[config.mk]
export PLATFORM = sky130hd
export DESIGN_NAME = stream_beat_to_frame_packer
export DESIGN_NICKNAME = d
export VERILOG_FILES = /design/src/rtl/core/sbfp_pkg.sv /design/src/rtl/core/sbfp_front.sv /design/src/rtl/core/sbfp_queue.sv /design/src/rtl/core/sbfp_back.sv /design/src/rtl/core/stream_beat_to_frame_packer.sv
export SDC_FILE = /design/constraint.sdc
export NUM_CORES = 1
export LEC_CHECK = 0
export ABC_AREA = 1
export BUFFER_PORTS_ARGS = -buffer_cell sky130_fd_sc_hd__buf_2
export CORE_AREA = 3 3 180 314
export CTS_BUF_LIST = sky130_fd_sc_hd__clkbuf_2 sky130_fd_sc_hd__clkbuf_4 sky130_fd_sc_hd__clkbuf_8
export CTS_CLUSTER_DIAMETER = 200
export DETAILED_ROUTE_END_ITERATION = 12
export DIE_AREA = 0 0 183 317
export PLACE_DENSITY = 0.51
export SLEW_MARGIN = 0
export SYNTH_ARGS = -nofsm -noshare
export SYNTH_HDL_FRONTEND = slang
export SYNTH_HIERARCHICAL = 1
export SYNTH_SLANG_ARGS = --single-unit
[constraint.sdc]
create_clock -name clk -period 8.8 [get_ports clk]
set_input_delay 1.32 -clock clk [delete_from_list [all_inputs] [get_ports clk]]
set_output_delay 1.32 -clock clk [all_outputs]
set_load 0.01 [all_outputs]
[src/rtl/core/sbfp_pkg.sv]
package sbfp_pkg;

    // Lane geometry and frame limits.
    localparam int LANES           = 8;
    localparam int MAX_FRAME_BYTES = 65536;

    // Widths of the frame counter and per-beat lane counts.
    localparam int FC_W          = $clog2(MAX_FRAME_BYTES + 1);
    localparam int LANE_CNT_W    = $clog2(LANES + 1);
    localparam int FLAGS_W       = 16;
    localparam int FRAME_BYTES_W = 17;

    // Depth of the queue between the front and back ends.
    localparam int QUEUE_DEPTH = 2;
    localparam int QPTR_W      = (QUEUE_DEPTH > 1) ? $clog2(QUEUE_DEPTH) : 1;
    localparam int QCNT_W      = $clog2(QUEUE_DEPTH + 1);

    typedef logic [LANES-1:0] lane_mask_t;

    // One classified beat: the lanes that become bytes plus the closing data.
    typedef struct packed {
        logic [63:0]              data;
        lane_mask_t               mask;
        logic                     last;
        logic [FLAGS_W-1:0]       flags;
        logic                     err;
        logic [FRAME_BYTES_W-1:0] bytes;
        logic                     ovf;
    } entry_t;

    // One result item as it leaves the block.
    typedef struct packed {
        logic [7:0]               byte_value;
        logic                     byte_present;
        logic                     frame_end;
        logic [FLAGS_W-1:0]       frame_flags;
        logic                     frame_err;
        logic [FRAME_BYTES_W-1:0] frame_bytes;
        logic                     overflow;
        logic                     run_last;
    } res_t;

endpackage

[src/rtl/core/sbfp_front.sv]
module sbfp_front (
    input  logic             clk,
    input  logic             rst_n,
    input  logic             cfg_we,
    input  logic             cfg_wdata,
    input  logic             push,
    output logic             full,
    input  logic [63:0]      beat_data,
    input  logic [7:0]       beat_keep,
    input  logic [63:0]      beat_user,
    input  logic             beat_last,
    output logic             q_push,
    output sbfp_pkg::entry_t q_entry,
    input  logic             q_full
);
    import sbfp_pkg::*;

    logic [FC_W-1:0]       fc_reg;
    logic [FC_W-1:0]       fc_next;
    logic                  ovf_reg;
    logic                  ovf_next;
    logic [7:0]            first_user_reg;
    logic [7:0]            first_user_next;
    logic [7:0]            last_user_reg;
    logic [7:0]            last_user_next;
    logic                  ssi_mode_reg;
    logic [FC_W-1:0]       room;
    logic [LANE_CNT_W-1:0] kept_cnt;
    logic [LANE_CNT_W-1:0] emit_cnt;
    lane_mask_t            keep_eff;
    lane_mask_t            emit_mask;
    logic                  accept;

    assign accept = push && !q_full;
    assign full   = q_full;

    // Classify the lanes: which kept bytes still fit the frame, and the tracked user bytes.
    always_comb
    begin
        keep_eff       = beat_keep[LANES-1:0];
        room           = FC_W'(MAX_FRAME_BYTES) - fc_reg;
        kept_cnt       = '0;
        emit_cnt       = '0;
        emit_mask      = '0;
        last_user_next = last_user_reg;
        for (int x = 0; x < LANES; x++)
        begin
            if (keep_eff[x])
            begin
                if (FC_W'(kept_cnt) < room)
                begin
                    emit_mask[x] = 1'b1;
                    emit_cnt     = emit_cnt + LANE_CNT_W'(1);
                end
                kept_cnt       = kept_cnt + LANE_CNT_W'(1);
                last_user_next = beat_user[x*8 +: 8];
            end
        end
        first_user_next = (fc_reg == '0) ? beat_user[7:0] : first_user_reg;
        fc_next         = fc_reg + FC_W'(emit_cnt);
        ovf_next        = ovf_reg || (FC_W'(kept_cnt) > room);
    end

    // Build the queue entry; a beat with no byte and no frame end produces none.
    always_comb
    begin
        q_entry.data  = beat_data;
        q_entry.mask  = emit_mask;
        q_entry.last  = beat_last;
        q_entry.flags = ssi_mode_reg ? {last_user_next, first_user_next} : '0;
        q_entry.err   = ssi_mode_reg && last_user_next[0];
        q_entry.bytes = FRAME_BYTES_W'(fc_next);
        q_entry.ovf   = ovf_next;
        q_push        = accept && ((emit_mask != '0) || beat_last);
    end

    // Frame state advances on every accepted beat and clears when the frame closes.
    always_ff @(posedge clk or negedge rst_n)
    begin
        if (!rst_n)
        begin
            fc_reg         <= '0;
            ovf_reg        <= 1'b0;
            first_user_reg <= '0;
            last_user_reg  <= '0;
        end
        else if (accept)
        begin
            fc_reg         <= beat_last ? '0 : fc_next;
            ovf_reg        <= beat_last ? 1'b0 : ovf_next;
            first_user_reg <= first_user_next;
            last_user_reg  <= last_user_next;
        end
    end

    // Mode register.
    always_ff @(posedge clk or negedge rst_n)
    begin
        if (!rst_n)
        begin
            ssi_mode_reg <= 1'b0;
        end
        else if (cfg_we)
        begin
            ssi_mode_reg <= cfg_wdata;
        end
    end

    // The frame counter never passes the frame capacity.
    assert property (@(posedge clk) disable iff (!rst_n)
        fc_reg <= FC_W'(MAX_FRAME_BYTES))
        else $error("frame counter exceeds capacity");

    // Once bytes were dropped, the frame is full until it closes.
    assert property (@(posedge clk) disable iff (!rst_n)
        ovf_reg |-> (fc_reg == FC_W'(MAX_FRAME_BYTES)))
        else $error("overflow flagged while frame has room");

endmodule

[src/rtl/core/sbfp_queue.sv]
module sbfp_queue (
    input  logic             clk,
    input  logic             rst_n,
    input  logic             push,
    input  sbfp_pkg::entry_t push_entry,
    output logic             full,
    input  logic             pop,
    output logic             head_valid,
    output sbfp_pkg::entry_t head
);
    import sbfp_pkg::*;

    entry_t            entries_reg [QUEUE_DEPTH];
    logic [QPTR_W-1:0] wr_ptr_reg;
    logic [QPTR_W-1:0] rd_ptr_reg;
    logic [QCNT_W-1:0] count_reg;
    logic              do_push;
    logic              do_pop;

    assign full       = (count_reg == QCNT_W'(QUEUE_DEPTH));
    assign head_valid = (count_reg != '0);
    assign head       = entries_reg[rd_ptr_reg];
    assign do_push    = push && !full;
    assign do_pop     = pop && head_valid;

    // Entry storage.
    always_ff @(posedge clk)
    begin
        if (do_push)
        begin
            entries_reg[wr_ptr_reg] <= push_entry;
        end
    end

    // Pointers and fill count.
    always_ff @(posedge clk or negedge rst_n)
    begin
        if (!rst_n)
        begin
            wr_ptr_reg <= '0;
            rd_ptr_reg <= '0;
            count_reg  <= '0;
        end
        else
        begin
            if (do_push)
            begin
                wr_ptr_reg <= (wr_ptr_reg == QPTR_W'(QUEUE_DEPTH - 1)) ? '0
                                                                     : wr_ptr_reg + QPTR_W'(1);
            end
            if (do_pop)
            begin
                rd_ptr_reg <= (rd_ptr_reg == QPTR_W'(QUEUE_DEPTH - 1)) ? '0
                                                                     : rd_ptr_reg + QPTR_W'(1);
            end
            if (do_push && !do_pop)
            begin
                count_reg <= count_reg + QCNT_W'(1);
            end
            else if (do_pop && !do_push)
            begin
                count_reg <= count_reg - QCNT_W'(1);
            end
        end
    end

    // The fill count stays within the depth.
    assert property (@(posedge clk) disable iff (!rst_n)
        count_reg <= QCNT_W'(QUEUE_DEPTH))
        else $error("queue count exceeds depth");

endmodule

[src/rtl/core/sbfp_back.sv]
module sbfp_back (
    input  logic             clk,
    input  logic             rst_n,
    input  logic             head_valid,
    input  sbfp_pkg::entry_t head,
    output logic             q_pop,
    output logic             empty,
    input  logic             pop,
    output sbfp_pkg::res_t   res
);
    import sbfp_pkg::*;

    logic       out_valid_reg;
    res_t       res_reg;
    res_t       res_next;
    logic       busy_reg;
    lane_mask_t cur_mask_reg;
    lane_mask_t mask_eff;
    lane_mask_t sel;
    lane_mask_t remaining;
    logic       final_beat;
    logic       load;

    // Work on the remaining lanes of the head entry, lowest lane first.
    always_comb
    begin
        mask_eff   = busy_reg ? cur_mask_reg : head.mask;
        sel        = mask_eff & (~mask_eff + LANES'(1));
        remaining  = mask_eff & (mask_eff - LANES'(1));
        final_beat = (remaining == '0);
        load       = head_valid && (!out_valid_reg || pop);
        q_pop      = load && final_beat;
    end

    // Form the next result; the closing data rides only on the frame's last result.
    always_comb
    begin
        res_next = '0;
        for (int x = 0; x < LANES; x++)
        begin
            if (sel[x])
            begin
                res_next.byte_value = head.data[x*8 +: 8];
            end
        end
        res_next.byte_present = (mask_eff != '0);
        res_next.frame_end    = final_beat && head.last;
        res_next.run_last     = final_beat;
        if (final_beat && head.last)
        begin
            res_next.frame_flags = head.flags;
            res_next.frame_err   = head.err;
            res_next.frame_bytes = head.bytes;
            res_next.overflow    = head.ovf;
        end
    end

    // Output register and lane tracking state.
    always_ff @(posedge clk or negedge rst_n)
    begin
        if (!rst_n)
        begin
            out_valid_reg <= 1'b0;
            busy_reg      <= 1'b0;
        end
        else
        begin
            if (load)
            begin
                out_valid_reg <= 1'b1;
                busy_reg      <= !final_beat;
            end
            else if (pop)
            begin
                out_valid_reg <= 1'b0;
            end
        end
    end

    // Result payload and remaining lane mask.
    always_ff @(posedge clk)
    begin
        if (load)
        begin
            res_reg      <= res_next;
            cur_mask_reg <= remaining;
        end
    end

    assign empty = !out_valid_reg;
    assign res   = res_reg;

    // A partly emitted entry is still at the head of the queue.
    assert property (@(posedge clk) disable iff (!rst_n)
        busy_reg |-> head_valid)
        else $error("lane tracking without a head entry");

    // A partly emitted entry always has lanes left.
    assert property (@(posedge clk) disable iff (!rst_n)
        busy_reg |-> (cur_mask_reg != '0))
        else $error("busy with an empty lane mask");

endmodule

[src/rtl/core/stream_beat_to_frame_packer.sv]
// Stream beat to frame packer. Each accepted beat has its kept byte lanes
// compacted low lane first into one result per byte; the last beat of a frame
// closes it on its final result (or on one byte-less result if it yields no
// byte), which carries the frame byte count, the overflow mark and, when
// ssi_mode is set, the first and last user bytes as flags and error. Bytes past
// the frame capacity are dropped and reported through overflow. The front end
// takes one beat per cycle while its two-entry queue has room; the back end
// emits one result per cycle from its output register while that register is
// empty or popped, so a beat with n bytes yields n results, a last beat without
// bytes one result, and a beat that yields no result never enters the queue. An
// accepted beat is written into the queue, and its first result is registered
// in the output register once the beat reaches the head of the queue.
module stream_beat_to_frame_packer (
    input  logic        clk,
    input  logic        rst_n,
    input  logic        cfg_we,
    input  logic        cfg_wdata,
    input  logic        push,
    output logic        full,
    input  logic [63:0] beat_data,
    input  logic [7:0]  beat_keep,
    input  logic [63:0] beat_user,
    input  logic        beat_last,
    output logic        empty,
    input  logic        pop,
    output logic [7:0]  byte_value,
    output logic        byte_present,
    output logic        frame_end,
    output logic [15:0] frame_flags,
    output logic        frame_err,
    output logic [16:0] frame_bytes,
    output logic        overflow,
    output logic        run_last
);
    import sbfp_pkg::*;

    logic   q_push;
    logic   q_full;
    logic   q_pop;
    logic   head_valid;
    entry_t push_entry;
    entry_t head;
    res_t   res;

    // Front end: classifies beats and tracks frame state.
    sbfp_front u_front (
        .clk       (clk),
        .rst_n     (rst_n),
        .cfg_we    (cfg_we),
        .cfg_wdata (cfg_wdata),
        .push      (push),
        .full      (full),
        .beat_data (beat_data),
        .beat_keep (beat_keep),
        .beat_user (beat_user),
        .beat_last (beat_last),
        .q_push    (q_push),
        .q_entry   (push_entry),
        .q_full    (q_full)
    );

    // Queue between the front and back ends.
    sbfp_queue u_queue (
        .clk        (clk),
        .rst_n      (rst_n),
        .push       (q_push),
        .push_entry (push_entry),
        .full       (q_full),
        .pop        (q_pop),
        .head_valid (head_valid),
        .head       (head)
    );

    // Back end: emits one result per cycle while its output register is empty or popped.
    sbfp_back u_back (
        .clk        (clk),
        .rst_n      (rst_n),
        .head_valid (head_valid),
        .head       (head),
        .q_pop      (q_pop),
        .empty      (empty),
        .pop        (pop),
        .res        (res)
    );

    assign byte_value   = res.byte_value;
    assign byte_present = res.byte_present;
    assign frame_end    = res.frame_end;
    assign frame_flags  = res.frame_flags;
    assign frame_err    = res.frame_err;
    assign frame_bytes  = res.frame_bytes;
    assign overflow     = res.overflow;
    assign run_last     = res.run_last;

endmodule
==> results.md <==
- The worst setup path is captured at a register.
- The number of violations of the max-capacitance limit is 0.
- The tree is rooted in a clkbuf_8.
- The worst setup path is launched from a register.
- Setup violations remaining at the end of the flow were counted as 0.
- When the netlist entered floorplanning its net count stood at approximately 2k.
- The most used routing layer in global routing is met2.
- In this run, synthesis inferred about 270 flip-flops with an integrated enable.
- The number of different library cells used by synthesis comes to 43.
- Ranked by total cell area, the synthesized netlist is headed by edfxtp_1 (50%), nand2_1 (14%), dfrtp_1 (6.3%), inv_1 (4.2%), nor2_1 (3.3%).
- The standard cell with the maximum stage delay on the critical path is dfrtp_1.
- Entering global routing, the biggest net connects 52 pins.
- Post-CTS timing repair inserted 0 buffers for setup.
- After synthesis, the largest family of logic cells by area is simple AND/OR/NAND/NOR gates.
- The post-synth design cell area is 16,180 sq um.
- For the pin with the worst max-slew slack, the measured transition is a little over 1 ns.
- The critical path data arrival time is 8.47 ns.
- The floorplan step defined a die boundary enclosing 58,010 sq um.
- The xor-xnor portion of the synthesized cell area is 1.508%.
- The setup path with the least slack is of type reg2reg.
- The post-synthesis adder-cell area fraction is approximately 3.1%.
- The worst-case register-to-register setup slack is 0.83 ns.
- The number of cells on the worst reg-to-reg path is 47.
- The net count reported at finish is 2,090.
- The number of placement rows is 113.
- The share of synthesized flip-flops with an asynchronous set or reset is 13.23%.
- The final layout contains routed wiring with a total length of ~44,000 um.
- In this run, the number of DRC markers left after iteration 0 of detailed routing was 689.
- Once routing completed, OpenROAD measured the worst setup slack at 0.8282 ns.
- Counting every instance in the synthesized netlist gives 1,776.
- The average vias per placed instance is 4.504.
- Based on the critical path, the design can be clocked at up to approximately 130 MHz.
- Summing over every cut layer, the via total after detailed routing is 11.86k.
- The total count of hold-check failures in the final report is 0.
- Setup repair after global routing left no endpoint under its margin.
- Summing the areas of all compound-gate instances in the mapped netlist gives 5.027% of the synthesized area.
- The die outline height is 317 um.
- The placeable core region is 54,290 sq um.
- Clock tree synthesis found a total of 310 sinks.
- Tracing the worst setup path back leads to its startpoint at u_front/fc_reg[0]$_DFFE_PN0P_.
- The overall die width is between 150 and 200 um.
- The number of H-tree levels is 2.
- Clock skew on the completed layout was measured at between 0.04 and 0.05 ns.
- The synthesized design contains 310 register bits.
- During synthesis, Yosys emitted a total of 6 warnings.
- The final weighted congestion in routability-driven placement is between 0.9 and 1.
- The number of flip-flops under the largest register name is ~220.
- A synthesized cell averages between 9 and 10 sq um.
- For this run, design rule violations remaining after detail routing come to 0.
- The terminus of the critical flop-to-flop path is u_front/fc_reg[15]$_DFFE_PN0P_.
- Global routing consumed, on the met2 layer, 29.63% of the routing resources.
- The number of I/O pins is 191.
- The pre-CTS setup slack is 0.5205 ns.
- IR analysis of the VDD net gives a maximum drop of roughly 0.12 mV.
- Leaving out fill and tap cells, the most frequent cells in the layout are nand2_1 (608), edfxtp_1 (269), buf_2 (190), inv_1 (180), nor2_1 (139).
- The first global-routing pass estimated a little under 70,000 um of wire.
- The fraction of met1 tracks used by global routing is 16.59%.
- Leaving out fill and tap cells, the most frequent cell in the layout is nand2_1.
- The top cell type's share of synthesized area is 49.93%.
- The post-placement cell count is 2,548.
- The post-synthesis share of cell area spent on and, or, nand and nor gates is 24.51%.
- Clock-pin slew was measured on the worst setup and hold paths at 0.06 ns.
- The number of pins with negative max-slew slack in the final report is 0.
- Of the synthesized area, sequential elements account for 56.27%.
- The number of antenna violations at the first check in global routing is 3.
- The critical-path maximum fanout is 10.
- The pre-antenna-repair detailed-routing pass consisted of 5 iterations.
- The most prevalent standard cell on the critical path is nand2_1.
- The number of gates resized after CTS was 0.
- Of the cells placed in the final design, the portion with a size suffix greater than 1 is 18.64%.
- The global routing met3 resource utilization is 2.220%.
- The launch point of the worst reg-to-reg path is u_front/fc_reg[0]$_DFFE_PN0P_.
- The CTS buffer count is 47.
- The clock latency of the later-clocked register in the worst-skew pair is between 0.6 and 0.7 ns.
- Input and output buffers added on the ports amount to 190.
- In the final routed layout, each cell accounts on average for 16.86 um.
- The run finished with clean final reports.
- The ratio of final minimum period to clock period is between 90% and 100%.
- The cell type with the highest aggregate area in the netlist is edfxtp_1.
- The longest clock path from root to sink contains 3 buffers.
- The required arrival time at the worst endpoint is 9.30 ns.
- The worst pin sits at a relative slew slack of 31.11%.
- TritonCTS built the clock tree.
- The total congestion overflow after global routing is 0.
- In this run the worst setup path terminates at u_front/fc_reg[15]$_DFFE_PN0P_.
- Once detail routing completed, the nets flagged for antenna violations numbered 0.
- In this design, the stage delay of the slowest critical-path cell is 0.50 ns.
- The path type of the worst min-delay path is reg2reg.
- The count of hold-fix buffers inserted at cts is 0.
- For this run, the leading register cell type out of synthesis is edfxtp_1.
- Compared with the post-synthesis result, the final layout area differs by 13.42%.
- The number of cells in the finished layout apart from fillers is 2,634.
- The via count of the first global-routing pass is 11.91k.
- Power spread over the standard cell area amounts to 327.4 nW/um^2.
- In the global route stage, overall resource usage came out at 15.10%.
- The detailed placement HPWL is 32,370 um.
- The post-route setup TNS is 0 ns.
- For this configuration, the core starts out at a cell density of 29.80%.
- In the synthesized netlist, mux cells make up 0% of the area.
- For this design the static power due to leakage is 8.259 nW.
- After layout, the minimum clock period comes to 7.972 ns.
-- cells by family after synthesis --
kind of cell / Yosys count
AND/OR/NAND/NOR: 929
adder cells (fa/ha/maj): 40
XOR/XNOR: 27
flip-flops: 310
other: 1
buffers and inverters: 324
AO/OA/AOI/OAI: 145
-- critical path, delay by kind of cell, from the launching register on --
kind / cells / cell delay [ns]
and+or+nand+nor: 29 / 4.00
buffers and inverters: 5 / 0.53
adders and majority gates: 8 / 2.15
xor gates and xnor gates: 1 / 0.26
AOI/OAI and AO/OA: 4 / 0.43
DFF: 1 / 0.50
-- per-layer routing --
layer	vias up	part of all wire (%)
met3	60	4.0
met5	-	0
met2	267	56
li1	5983	-
met4	0	2.3
met1	5553	38
-- Yosys cell counts (6+ instances only) --
library cell and instances:
a211oi_1 7, a21oi_1 36, a22oi_1 8, buf_2 14, buf_4 70, buf_6 6
clkbuf_1 30, dfrtp_1 41, edfxtp_1 269, ha_1 39, inv_1 182, inv_2 17
nand2_1 608, nand2_2 15, nand3_1 94, nand3_2 7, nand4_1 11, nor2_1 141
nor2_2 9, nor2_4 11, nor3_1 13, o21ai_0 57, o22ai_1 25, or2_2 7
xor2_1 22
-- metrics by stage --
stage	utilization, %	total power [W]	hold slack (ns)	instance area (sq um)
after global routing	33.79	0.006505	0.4985	18350
after floorplan	-	0.004013	0.4417	16190
after detailed placement	32.04	0.004891	0.4657	17400
final	33.80	0.006009	0.4796	18350
after global placement	32.04	0.004843	0.4562	17400
after CTS	33.79	0.006148	0.4827	18350
-- cell type report --
cell class | count | area, sq um
Fill cell | 5659 | 35940
Sequential cell | 310 | 9107
Multi-Input combinational cell | 1142 | 5544
Timing Repair Buffer | 204 | 1119
Tap cell | 690 | 863.3
Clock buffer | 62 | 797.0
Inverter | 202 | 762.0
Clock inverter | 22 | 152.6
Antenna cell | 2 | 5.005
-- power by group --
part	switching, W	total, W	internal [W]
combinational	0.00173	0.00246	0.000729
sequential	0.000174	0.00233	0.00216
clock	0.000571	0.00122	0.000650
total	0.00247	0.00601	0.00353
-- worst min path at each step --
stage,from,end,slack [ns],cells past startpoint
floorplan,u_queue/count_reg[1]$_DFFE_PN0P_,u_queue/count_reg[1]$_DFFE_PN0P_,0.44,2
detailed placement,u_queue/count_reg[1]$_DFFE_PN0P_,u_queue/count_reg[1]$_DFFE_PN0P_,0.47,2
CTS,u_queue/count_reg[1]$_DFFE_PN0P_,u_queue/count_reg[1]$_DFFE_PN0P_,0.48,2
global placement,u_queue/count_reg[1]$_DFFE_PN0P_,u_queue/count_reg[1]$_DFFE_PN0P_,0.46,2
finish,u_queue/count_reg[1]$_DFFE_PN0P_,u_queue/count_reg[1]$_DFFE_PN0P_,0.48,2
global route,u_front/first_user_reg[7]$_DFFE_PN0P_,u_front/first_user_reg[7]$_DFFE_PN0P_,0.50,2
No activity file was read; power rests on OpenSTA's default activity.
